===== config.mk =====
export PLATFORM = sky130hd
export DESIGN_NAME = text_command_frame_parser
export DESIGN_NICKNAME = d
export VERILOG_FILES = /design/src/design/tcfp_pkg.sv /design/src/design/tcfp_classify.sv /design/src/design/text_command_frame_parser.sv
export SDC_FILE = /design/constraint.sdc
export NUM_CORES = 1
export LEC_CHECK = 0
export BUFFER_PORTS_ARGS = -buffer_cell sky130_fd_sc_hd__buf_2
export CORE_MARGIN = 2
export CORE_UTILIZATION = 40
export CTS_BUF_LIST = sky130_fd_sc_hd__clkbuf_4 sky130_fd_sc_hd__clkbuf_8
export DETAILED_ROUTE_END_ITERATION = 8
export HOLD_SLACK_MARGIN = 0.15
export PLACE_DENSITY = 0.63
export SLEW_MARGIN = 0
export SYNTH_ARGS = -nofsm -noshare
export SYNTH_HDL_FRONTEND = slang
export SYNTH_HIERARCHICAL = 1
export SYNTH_SLANG_ARGS = --single-unit

===== constraint.sdc =====
create_clock -name clk -period 2.7 [get_ports clk]
set_input_delay 0.135 -clock clk [delete_from_list [all_inputs] [get_ports clk]]
set_output_delay 0.135 -clock clk [all_outputs]
set_load 0.1 [all_outputs]

===== src/design/tcfp_pkg.sv =====
// ----------------------------------------------------------------------------
// tcfp_pkg
// Shared types, codes and character constants of the text command line parser.
// ----------------------------------------------------------------------------
package tcfp_pkg;

	// Configuration register indexes
	typedef enum logic [1:0] {
		CFG_HEADER_TEXT      = 2'd0,
		CFG_HEADER_LENGTH    = 2'd1,
		CFG_DEVICE_ID_TEXT   = 2'd2,
		CFG_DEVICE_ID_LENGTH = 2'd3
	} cfg_reg_t;

	// Line classification codes
	typedef enum logic [2:0] {
		ST_START      = 3'd0,
		ST_STOP       = 3'd1,
		ST_OTHER_CMD  = 3'd2,
		ST_DATA       = 3'd3,
		ST_OTHER_TYPE = 3'd4,
		ST_WRONG_DEV  = 3'd5,
		ST_MALFORMED  = 3'd6,
		ST_OVERFLOW   = 3'd7
	} line_status_t;

	// Running parse state of the line in progress
	typedef struct packed {
		logic [7:0] byte_count;
		logic [1:0] field_number;
		logic [7:0] field_position;
		logic       header_match;
		logic       id_match;
		logic [1:0] type_flags;     // bit 0 CMD, bit 1 DATA
		logic [1:0] content_flags;  // bit 0 START, bit 1 STOP
		logic       zero_byte_seen;
	} line_state_t;

	localparam line_state_t LINE_CLEAR = '{
		byte_count:     8'd0,
		field_number:   2'd0,
		field_position: 8'd0,
		header_match:   1'b1,
		id_match:       1'b1,
		type_flags:     2'b11,
		content_flags:  2'b11,
		zero_byte_seen: 1'b0
	};

	localparam logic [7:0] CH_NUL   = 8'h00;
	localparam logic [7:0] CH_LF    = 8'h0A;
	localparam logic [7:0] CH_CR    = 8'h0D;
	localparam logic [7:0] CH_COMMA = 8'h2C;

	localparam logic [63:0] HEADER_TEXT_RESET = 64'd280553802788;
	localparam logic [3:0]  HEADER_LEN_RESET  = 4'd5;

	localparam logic [1:0] FIELD_ID      = 2'd1;
	localparam logic [1:0] FIELD_TYPE    = 2'd2;
	localparam logic [1:0] FIELD_CONTENT = 2'd3;

	// Limit a configured length to the eight characters a register holds
	function automatic logic [3:0] clamp_len(input logic [3:0] len);
		return (len > 4'd8) ? 4'd8 : len;
	endfunction

	function automatic logic cmd_has(input logic [7:0] pos, input logic [7:0] c);
		logic hit;
		case (pos)
			8'd0:    hit = (c == "C");
			8'd1:    hit = (c == "M");
			8'd2:    hit = (c == "D");
			default: hit = 1'b0;
		endcase
		return hit;
	endfunction

	function automatic logic data_has(input logic [7:0] pos, input logic [7:0] c);
		logic hit;
		case (pos)
			8'd0:    hit = (c == "D");
			8'd1:    hit = (c == "A");
			8'd2:    hit = (c == "T");
			8'd3:    hit = (c == "A");
			default: hit = 1'b0;
		endcase
		return hit;
	endfunction

	function automatic logic start_has(input logic [7:0] pos, input logic [7:0] c);
		logic hit;
		case (pos)
			8'd0:    hit = (c == "S");
			8'd1:    hit = (c == "T");
			8'd2:    hit = (c == "A");
			8'd3:    hit = (c == "R");
			8'd4:    hit = (c == "T");
			default: hit = 1'b0;
		endcase
		return hit;
	endfunction

	function automatic logic stop_has(input logic [7:0] pos, input logic [7:0] c);
		logic hit;
		case (pos)
			8'd0:    hit = (c == "S");
			8'd1:    hit = (c == "T");
			8'd2:    hit = (c == "O");
			8'd3:    hit = (c == "P");
			default: hit = 1'b0;
		endcase
		return hit;
	endfunction

endpackage


===== src/design/tcfp_classify.sv =====
// ----------------------------------------------------------------------------
// tcfp_classify
// Classifies a finished line from its running parse state.
// ----------------------------------------------------------------------------
module tcfp_classify (
	input  tcfp_pkg::line_state_t  st,
	input  logic [3:0]             header_len,
	output tcfp_pkg::line_status_t status
);
	import tcfp_pkg::*;

	always_comb begin
		if (!st.header_match || (st.byte_count < {4'd0, header_len})
				|| (st.field_number != FIELD_CONTENT)) begin
			status = ST_MALFORMED;
		end else if (!st.id_match) begin
			status = ST_WRONG_DEV;
		end else if (st.type_flags[0]) begin
			if (st.content_flags[0] && (st.field_position == 8'd5)) begin
				status = ST_START;
			end else if (st.content_flags[1] && (st.field_position == 8'd4)) begin
				status = ST_STOP;
			end else begin
				status = ST_OTHER_CMD;
			end
		end else if (st.type_flags[1]) begin
			status = ST_DATA;
		end else begin
			status = ST_OTHER_TYPE;
		end
	end

endmodule


===== src/design/text_command_frame_parser.sv =====
// ----------------------------------------------------------------------------
// text_command_frame_parser
// Streaming parser that classifies comma separated text command lines.
// ----------------------------------------------------------------------------
// Takes one received byte per clock, unless in_stall holds it off, and emits
// one result per non-empty line, when the CR or LF that ends it arrives, or at
// once when a line outgrows the buffer (status overflow, the offending byte
// discarded). A byte passes through an input register. At the first edge at
// which the result register is free or draining it is folded into the line
// state, and when it ends or drops a line the output register loads at that
// same edge. Throughput is one byte per clock while no stalled result blocks
// it, set by the single state update between the input and result registers.
// in_stall rises only while a byte waits in the input register behind a result
// that out_stall holds in the output register. Configuration is taken on every
// cycle (cfg_ready is tied high) and must be written while no line is in
// progress.
// ----------------------------------------------------------------------------
module text_command_frame_parser #(
	parameter int LINE_BUFFER_SIZE = 256
) (
	input  logic        clk,
	input  logic        arst_n,
	// byte input channel
	input  logic        in_valid,
	output logic        in_stall,
	input  logic [7:0]  rx_byte,
	// result channel
	output logic        out_valid,
	input  logic        out_stall,
	output logic [2:0]  line_status,
	output logic [7:0]  line_length,
	// configuration write channel
	input  logic        cfg_valid,
	output logic        cfg_ready,
	input  logic [1:0]  cfg_index,
	input  logic [63:0] cfg_data
);
	import tcfp_pkg::*;

	// A byte arriving at this count drops the line
	localparam logic [7:0] OVF_LIMIT = 8'(LINE_BUFFER_SIZE - 1);

	// Configuration registers
	logic [63:0] header_text_q;
	logic [3:0]  header_length_q;
	logic [63:0] device_id_text_q;
	logic [3:0]  device_id_length_q;

	// Input register
	logic        valid_s1;
	logic [7:0]  byte_s1;

	// Line state and result register
	line_state_t st_q, st_nxt;
	logic        out_valid_q;
	logic [2:0]  status_q;
	logic [7:0]  length_q;

	logic         advance;
	logic         res_fire;
	line_status_t res_status;
	line_status_t cls_status;
	logic [3:0]   hl, il;
	logic [7:0]   hdr_char, id_char;

	assign cfg_ready = 1'b1;

	always_ff @(posedge clk or negedge arst_n) begin
		if (!arst_n) begin
			header_text_q      <= HEADER_TEXT_RESET;
			header_length_q    <= HEADER_LEN_RESET;
			device_id_text_q   <= '0;
			device_id_length_q <= '0;
		end else if (cfg_valid && cfg_ready) begin
			case (cfg_reg_t'(cfg_index))
				CFG_HEADER_TEXT:      header_text_q      <= cfg_data;
				CFG_HEADER_LENGTH:    header_length_q    <= cfg_data[3:0];
				CFG_DEVICE_ID_TEXT:   device_id_text_q   <= cfg_data;
				CFG_DEVICE_ID_LENGTH: device_id_length_q <= cfg_data[3:0];
				default: ;
			endcase
		end
	end

	// Advance the held byte whenever the result register is free or draining
	assign advance  = valid_s1 && (!out_valid_q || !out_stall);
	assign in_stall = valid_s1 && !advance;

	always_ff @(posedge clk or negedge arst_n) begin
		if (!arst_n) begin
			valid_s1 <= 1'b0;
		end else if (in_valid && !in_stall) begin
			valid_s1 <= 1'b1;
		end else if (advance) begin
			valid_s1 <= 1'b0;
		end
	end

	always_ff @(posedge clk) begin
		if (in_valid && !in_stall) begin
			byte_s1 <= rx_byte;
		end
	end

	assign hl = clamp_len(header_length_q);
	assign il = clamp_len(device_id_length_q);

	// Only the low three bits matter: each lookup is guarded by a length of at most eight
	assign hdr_char = header_text_q[{st_q.byte_count[2:0], 3'b000} +: 8];
	assign id_char  = device_id_text_q[{st_q.field_position[2:0], 3'b000} +: 8];

	tcfp_classify u_classify (
		.st         (st_q),
		.header_len (hl),
		.status     (cls_status)
	);

	// Fold the held byte into the line state
	always_comb begin
		st_nxt     = st_q;
		res_fire   = 1'b0;
		res_status = ST_OVERFLOW;
		if (advance) begin
			if (st_q.byte_count >= OVF_LIMIT) begin
				// drop the line, the byte goes with it
				res_fire = 1'b1;
				st_nxt   = LINE_CLEAR;
			end else if ((byte_s1 == CH_LF) || (byte_s1 == CH_CR)) begin
				// empty lines give nothing
				if (st_q.byte_count != 8'd0) begin
					res_fire   = 1'b1;
					res_status = cls_status;
					st_nxt     = LINE_CLEAR;
				end
			end else begin
				st_nxt.byte_count = st_q.byte_count + 8'd1;
				if (!st_q.zero_byte_seen) begin
					if (byte_s1 == CH_NUL) begin
						// freeze matching for the rest of the line
						st_nxt.zero_byte_seen = 1'b1;
						if (st_q.byte_count < {4'd0, hl}) begin
							st_nxt.header_match = 1'b0;
						end
					end else begin
						if ((st_q.byte_count < {4'd0, hl}) && (hdr_char != byte_s1)) begin
							st_nxt.header_match = 1'b0;
						end
						if ((byte_s1 == CH_COMMA) && (st_q.field_number != FIELD_CONTENT)) begin
							// close the field and check its length
							if ((st_q.field_number == FIELD_ID)
									&& (st_q.field_position != {4'd0, il})) begin
								st_nxt.id_match = 1'b0;
							end
							if (st_q.field_number == FIELD_TYPE) begin
								if (st_q.field_position != 8'd3) begin
									st_nxt.type_flags[0] = 1'b0;
								end
								if (st_q.field_position != 8'd4) begin
									st_nxt.type_flags[1] = 1'b0;
								end
							end
							st_nxt.field_number   = st_q.field_number + 2'd1;
							st_nxt.field_position = 8'd0;
						end else begin
							case (st_q.field_number)
								FIELD_ID: begin
									if (!((st_q.field_position < {4'd0, il})
											&& (id_char == byte_s1))) begin
										st_nxt.id_match = 1'b0;
									end
								end
								FIELD_TYPE: begin
									if (!cmd_has(st_q.field_position, byte_s1)) begin
										st_nxt.type_flags[0] = 1'b0;
									end
									if (!data_has(st_q.field_position, byte_s1)) begin
										st_nxt.type_flags[1] = 1'b0;
									end
								end
								FIELD_CONTENT: begin
									if (!start_has(st_q.field_position, byte_s1)) begin
										st_nxt.content_flags[0] = 1'b0;
									end
									if (!stop_has(st_q.field_position, byte_s1)) begin
										st_nxt.content_flags[1] = 1'b0;
									end
								end
								default: ;
							endcase
							// saturate the position count
							if (st_q.field_position != 8'hFF) begin
								st_nxt.field_position = st_q.field_position + 8'd1;
							end
						end
					end
				end
			end
		end
	end

	always_ff @(posedge clk or negedge arst_n) begin
		if (!arst_n) begin
			st_q <= LINE_CLEAR;
		end else begin
			st_q <= st_nxt;
		end
	end

	// Result register: load on a finished line, drop once the transaction completes
	always_ff @(posedge clk or negedge arst_n) begin
		if (!arst_n) begin
			out_valid_q <= 1'b0;
		end else if (res_fire) begin
			out_valid_q <= 1'b1;
		end else if (!out_stall) begin
			out_valid_q <= 1'b0;
		end
	end

	always_ff @(posedge clk) begin
		if (res_fire) begin
			status_q <= res_status;
			length_q <= st_q.byte_count;
		end
	end

	assign out_valid   = out_valid_q;
	assign line_status = status_q;
	assign line_length = length_q;

endmodule


==> impl_metrics.toml <==
[pwr]
p_leak_uw = 0.004747
p_total_uw = 8305
max-vdd-ir-drop_mv = 0.3782
p_per_area_nw_per_um2 = 739.2

[logic_synthesis]
synth_seq_area_share_pct = 51.53
ys_seq_elements = 182
ys.flop_type = "sky130_fd_sc_hd__dfrtp_1"
synthesized_cell_area_um2 = 9079
synth_async_reset_ratio_pct = 89.56
synthesis.yosys.warnings = 6
netlist_top_cells_area = "sky130_fd_sc_hd__dfrtp_1 39%, sky130_fd_sc_hd__mux2_2 17%, sky130_fd_sc_hd__mux4_2 7.4%"
post_synth_inst_count = 679
syn_area_per_cell_um2 = 13.37
syn_nets = 777
synth_cell_type_count = 63
synthDominantAreaCellType = "sky130_fd_sc_hd__dfrtp_1"
synth_enable_flop_cells = 19
synth.top_cell.area_share_pct = 38.59

[floorplan]
coreArea_um2 = 22430
die_area_um2 = 23920
chipHeight_um = 154.7
initial_core_utilization_pct = 40.47
design.portCount = 93
chipWidth_um = 154.7
row_count = 55

[timing]
slew-limit-headroom_pct = 49.94
setup_violators_final = 0
setup-tns-final_ns = 0
timing.final.hold_violations = 0
rsz0062_at_grt = "no"
fin_skew_ns = 0.01194
finalCritPeriodShare_pct = 91.73
max_freq_mhz = 403.7
holdWs_ns = 0.1816
final_critical_delay_including_setup_and_external_delays_ns = 2.477
worst-slew-pin-transition_ns = 0.7509
final-max-slew-violation-count = 0

[flow_run]
maxCapViolations = 0

[routing]
routed_via_density = 5.345
routedWlPerCell_um = 18.33
first_pass_iters = 5
detail-route-antenna-nets = 0
drtIter0Drc = 428
drt-total-wl_um = 21260
drc = 0
vias = 6200

[worst_setup_path]
crit_path_max_fanout = 9
setup.worst_path.class = "reg2reg"
cp_data_arrival_time_ns = 2.89
worst_setup_path_startpoint = "byte_s1[4]"
worst-r2r-setup-slack_ns = 0.22
critical_path_required_ns = 3.11
start_kind = "register"
number_of_cells_on_the_worst_reg_to_reg_path = 7
r2r-start = "byte_s1[4]"
cp-end-kind = "register"

[min_path]
timing.hold.worst_path_depth = 3
hp-class = "in2reg"
holdCritStartpoint = "cfg_index[1]"

[cells_and_area]
postLayoutCoreUtil_pct = 50.08
flow.area_growth_from_synthesis_pct = 23.75
final_layout_size_suffix_gt1_share_pct = 41.37
finish.net_count = 960
final.fill_count = 1985
antenna_cells_inserted = 0

[clock_network]
cts_tree = "yes"
tritoncts.num_buffers = 17
clock-root-buffer = "sky130_fd_sc_hd__clkbuf_8"
post-cts-setup-buffer-count = 0
clkSlewWorstSetupHoldPaths_ns = 0.10
ctsLongestPathBuffers = 2
cts.sinks = 182
clk-insertion-delay-late_ns = 0.47
htree_num_levels = 4

[grt]
grt_start_max_net_pins = 73
globalRouteOverflowTotal = 0
global_route_wire_length_before_repair_um = 34320
antenna_violations_before_repair = 0
total_global_route_track_usage_pct = 18.49
first_global_vias = 6263

[placement]
dp.final_hpwl_um = 14590
place.port_buffers = 91
gp_congestion = 0.8880

[run_status]
status = "completed"
-- worst max-delay path, stage by stage (launching register included) --
cell	delay, ns
sky130_fd_sc_hd__edfxtp_1	0.39
sky130_fd_sc_hd__or4_4	0.55
sky130_fd_sc_hd__a211o_1	0.42
sky130_fd_sc_hd__a21oi_4	0.23
sky130_fd_sc_hd__buf_4	0.17
sky130_fd_sc_hd__o21ai_2	0.08
sky130_fd_sc_hd__or4_1	0.48
sky130_fd_sc_hd__nand3_1	0.10
-- cell usage after synthesis, types with 3 or more instances --
master                     instances
sky130_fd_sc_hd__xor2_1           11
sky130_fd_sc_hd__mux2i_1          21
sky130_fd_sc_hd__buf_1             6
sky130_fd_sc_hd__ha_1             19
sky130_fd_sc_hd__inv_1            20
sky130_fd_sc_hd__xnor2_1           7
sky130_fd_sc_hd__nor3_1            8
sky130_fd_sc_hd__nand3b_1          4
sky130_fd_sc_hd__a211o_1           7
sky130_fd_sc_hd__a31oi_1           5
sky130_fd_sc_hd__nand2b_1          8
sky130_fd_sc_hd__mux2_2          138
sky130_fd_sc_hd__or4_1             7
sky130_fd_sc_hd__nor3b_1           4
sky130_fd_sc_hd__nor4_1            4
sky130_fd_sc_hd__nor2_1           18
sky130_fd_sc_hd__dfstp_2          23
sky130_fd_sc_hd__mux4_2           30
sky130_fd_sc_hd__o31ai_1           6
sky130_fd_sc_hd__dfrtp_1         140
sky130_fd_sc_hd__and3_1            4
sky130_fd_sc_hd__o21ai_0          28
sky130_fd_sc_hd__nand4_1           7
sky130_fd_sc_hd__o211ai_1          4
sky130_fd_sc_hd__o41ai_1           3
sky130_fd_sc_hd__or3_1             4
sky130_fd_sc_hd__nand2_1          23
sky130_fd_sc_hd__nand3_1          17
sky130_fd_sc_hd__nor2b_1           7
sky130_fd_sc_hd__edfxtp_1         19
sky130_fd_sc_hd__clkbuf_1         28
sky130_fd_sc_hd__a21oi_1           9
-- worst paths after layout --
| kind | endpoint |
|---|---|
| max | st_q[13] |
| min reg2reg | header_text_q[59] |
| max reg2reg | st_q[13] |
| max in group asynchronous | header_text_q[19] |
| min in group asynchronous | valid_s1 |
| min | device_id_length_q[3] |
-- final cells by class --
cell class | instances | area [um^2] | area share, %
sequential | 182 | 4678 | 41.64
multi-input combinational | 438 | 4164 | 37.06
timing repair buffer | 202 | 1548 | 13.78
tap | 285 | 356.6 | 3.174
clock buffer | 20 | 269.0 | 2.394
clock inverter | 12 | 140.1 | 1.247
inverter | 21 | 78.83 | 0.7016
-- registers in the layout, indices dropped and copies added, names as in the netlist --
signal	cells
line_status	3
device_id_text_q	64
valid_s1	1
header_length_q	4
device_id_length_q	4
byte_s1	8
line_length	8
st_q	25
out_valid	1
header_text_q	64
-- logic make-up after synthesis --
kind of cell / Yosys count / synth area share, %
adder cells (fa/ha/maj): 19 / 2.619
flip-flops: 182 / 51.53
XOR/XNOR: 18 / 1.736
buffers and inverters: 59 / 2.660
other: 1 / 0.04131
multiplexers: 189 / 26.87
AND/OR/NAND/NOR: 134 / 8.834
AO/OA/AOI/OAI: 77 / 5.706
-- metal layers --
metal,vias up,wire length [um],global-route usage (%)
li1,2896,-,-
met1,3131,9816,24.76
met2,153,10360,31.04
met3,20,819,3.642
met4,0,263,4.674
met5,-,0,0
-- metrics by stage --
| step | instances | worst slack, ns | cell area [um^2] |
|---|---|---|---|
| after floorplan | 679 | 0.04922 | 9079 |
| after global placement | 1052 | 0.2860 | 10060 |
| after detailed placement | 1052 | 0.2477 | 10060 |
| final | 1160 | 0.2232 | 11230 |
| after global routing | 1160 | 0.1296 | 11230 |
| after CTS | 1160 | 0.2371 | 11230 |
-- placed cells by master (no fill, tap or decap), drive strengths merged, types with 3 or more instances in the layout --
cell type	instances
nor4	5
nand3	17
o211ai	4
or4	8
nand3b	4
nor3b	4
nand2b	9
nor4b	4
mux2	138
dfrtp	140
or3	4
nor2	18
a31oi	5
dlygate4sd3	76
xor2	11
clkinv	5
nor2b	7
o41ai	3
mux4	30
clkbuf	20
nand2	23
inv	26
and3	4
a21oi	10
dfstp	23
buf	126
ha	19
edfxtp	19
nor3	8
nand4	7
or3b	3
o21ai	29
o31ai	6
mux2i	21
xnor2	7
a211o	7
-- report_power, final --
group          internal, uW  switching (uW)
clock                   900            1030
sequential             3300             335
combinational          1420            1320
total                  5620            2680
-- timing repair --
item                      4_1_cts  5_1_grt
hold buffers                   76        0
hold endpoints to repair      216        0
gates resized for setup         0        0
Power figures use the tool's default switching activity.
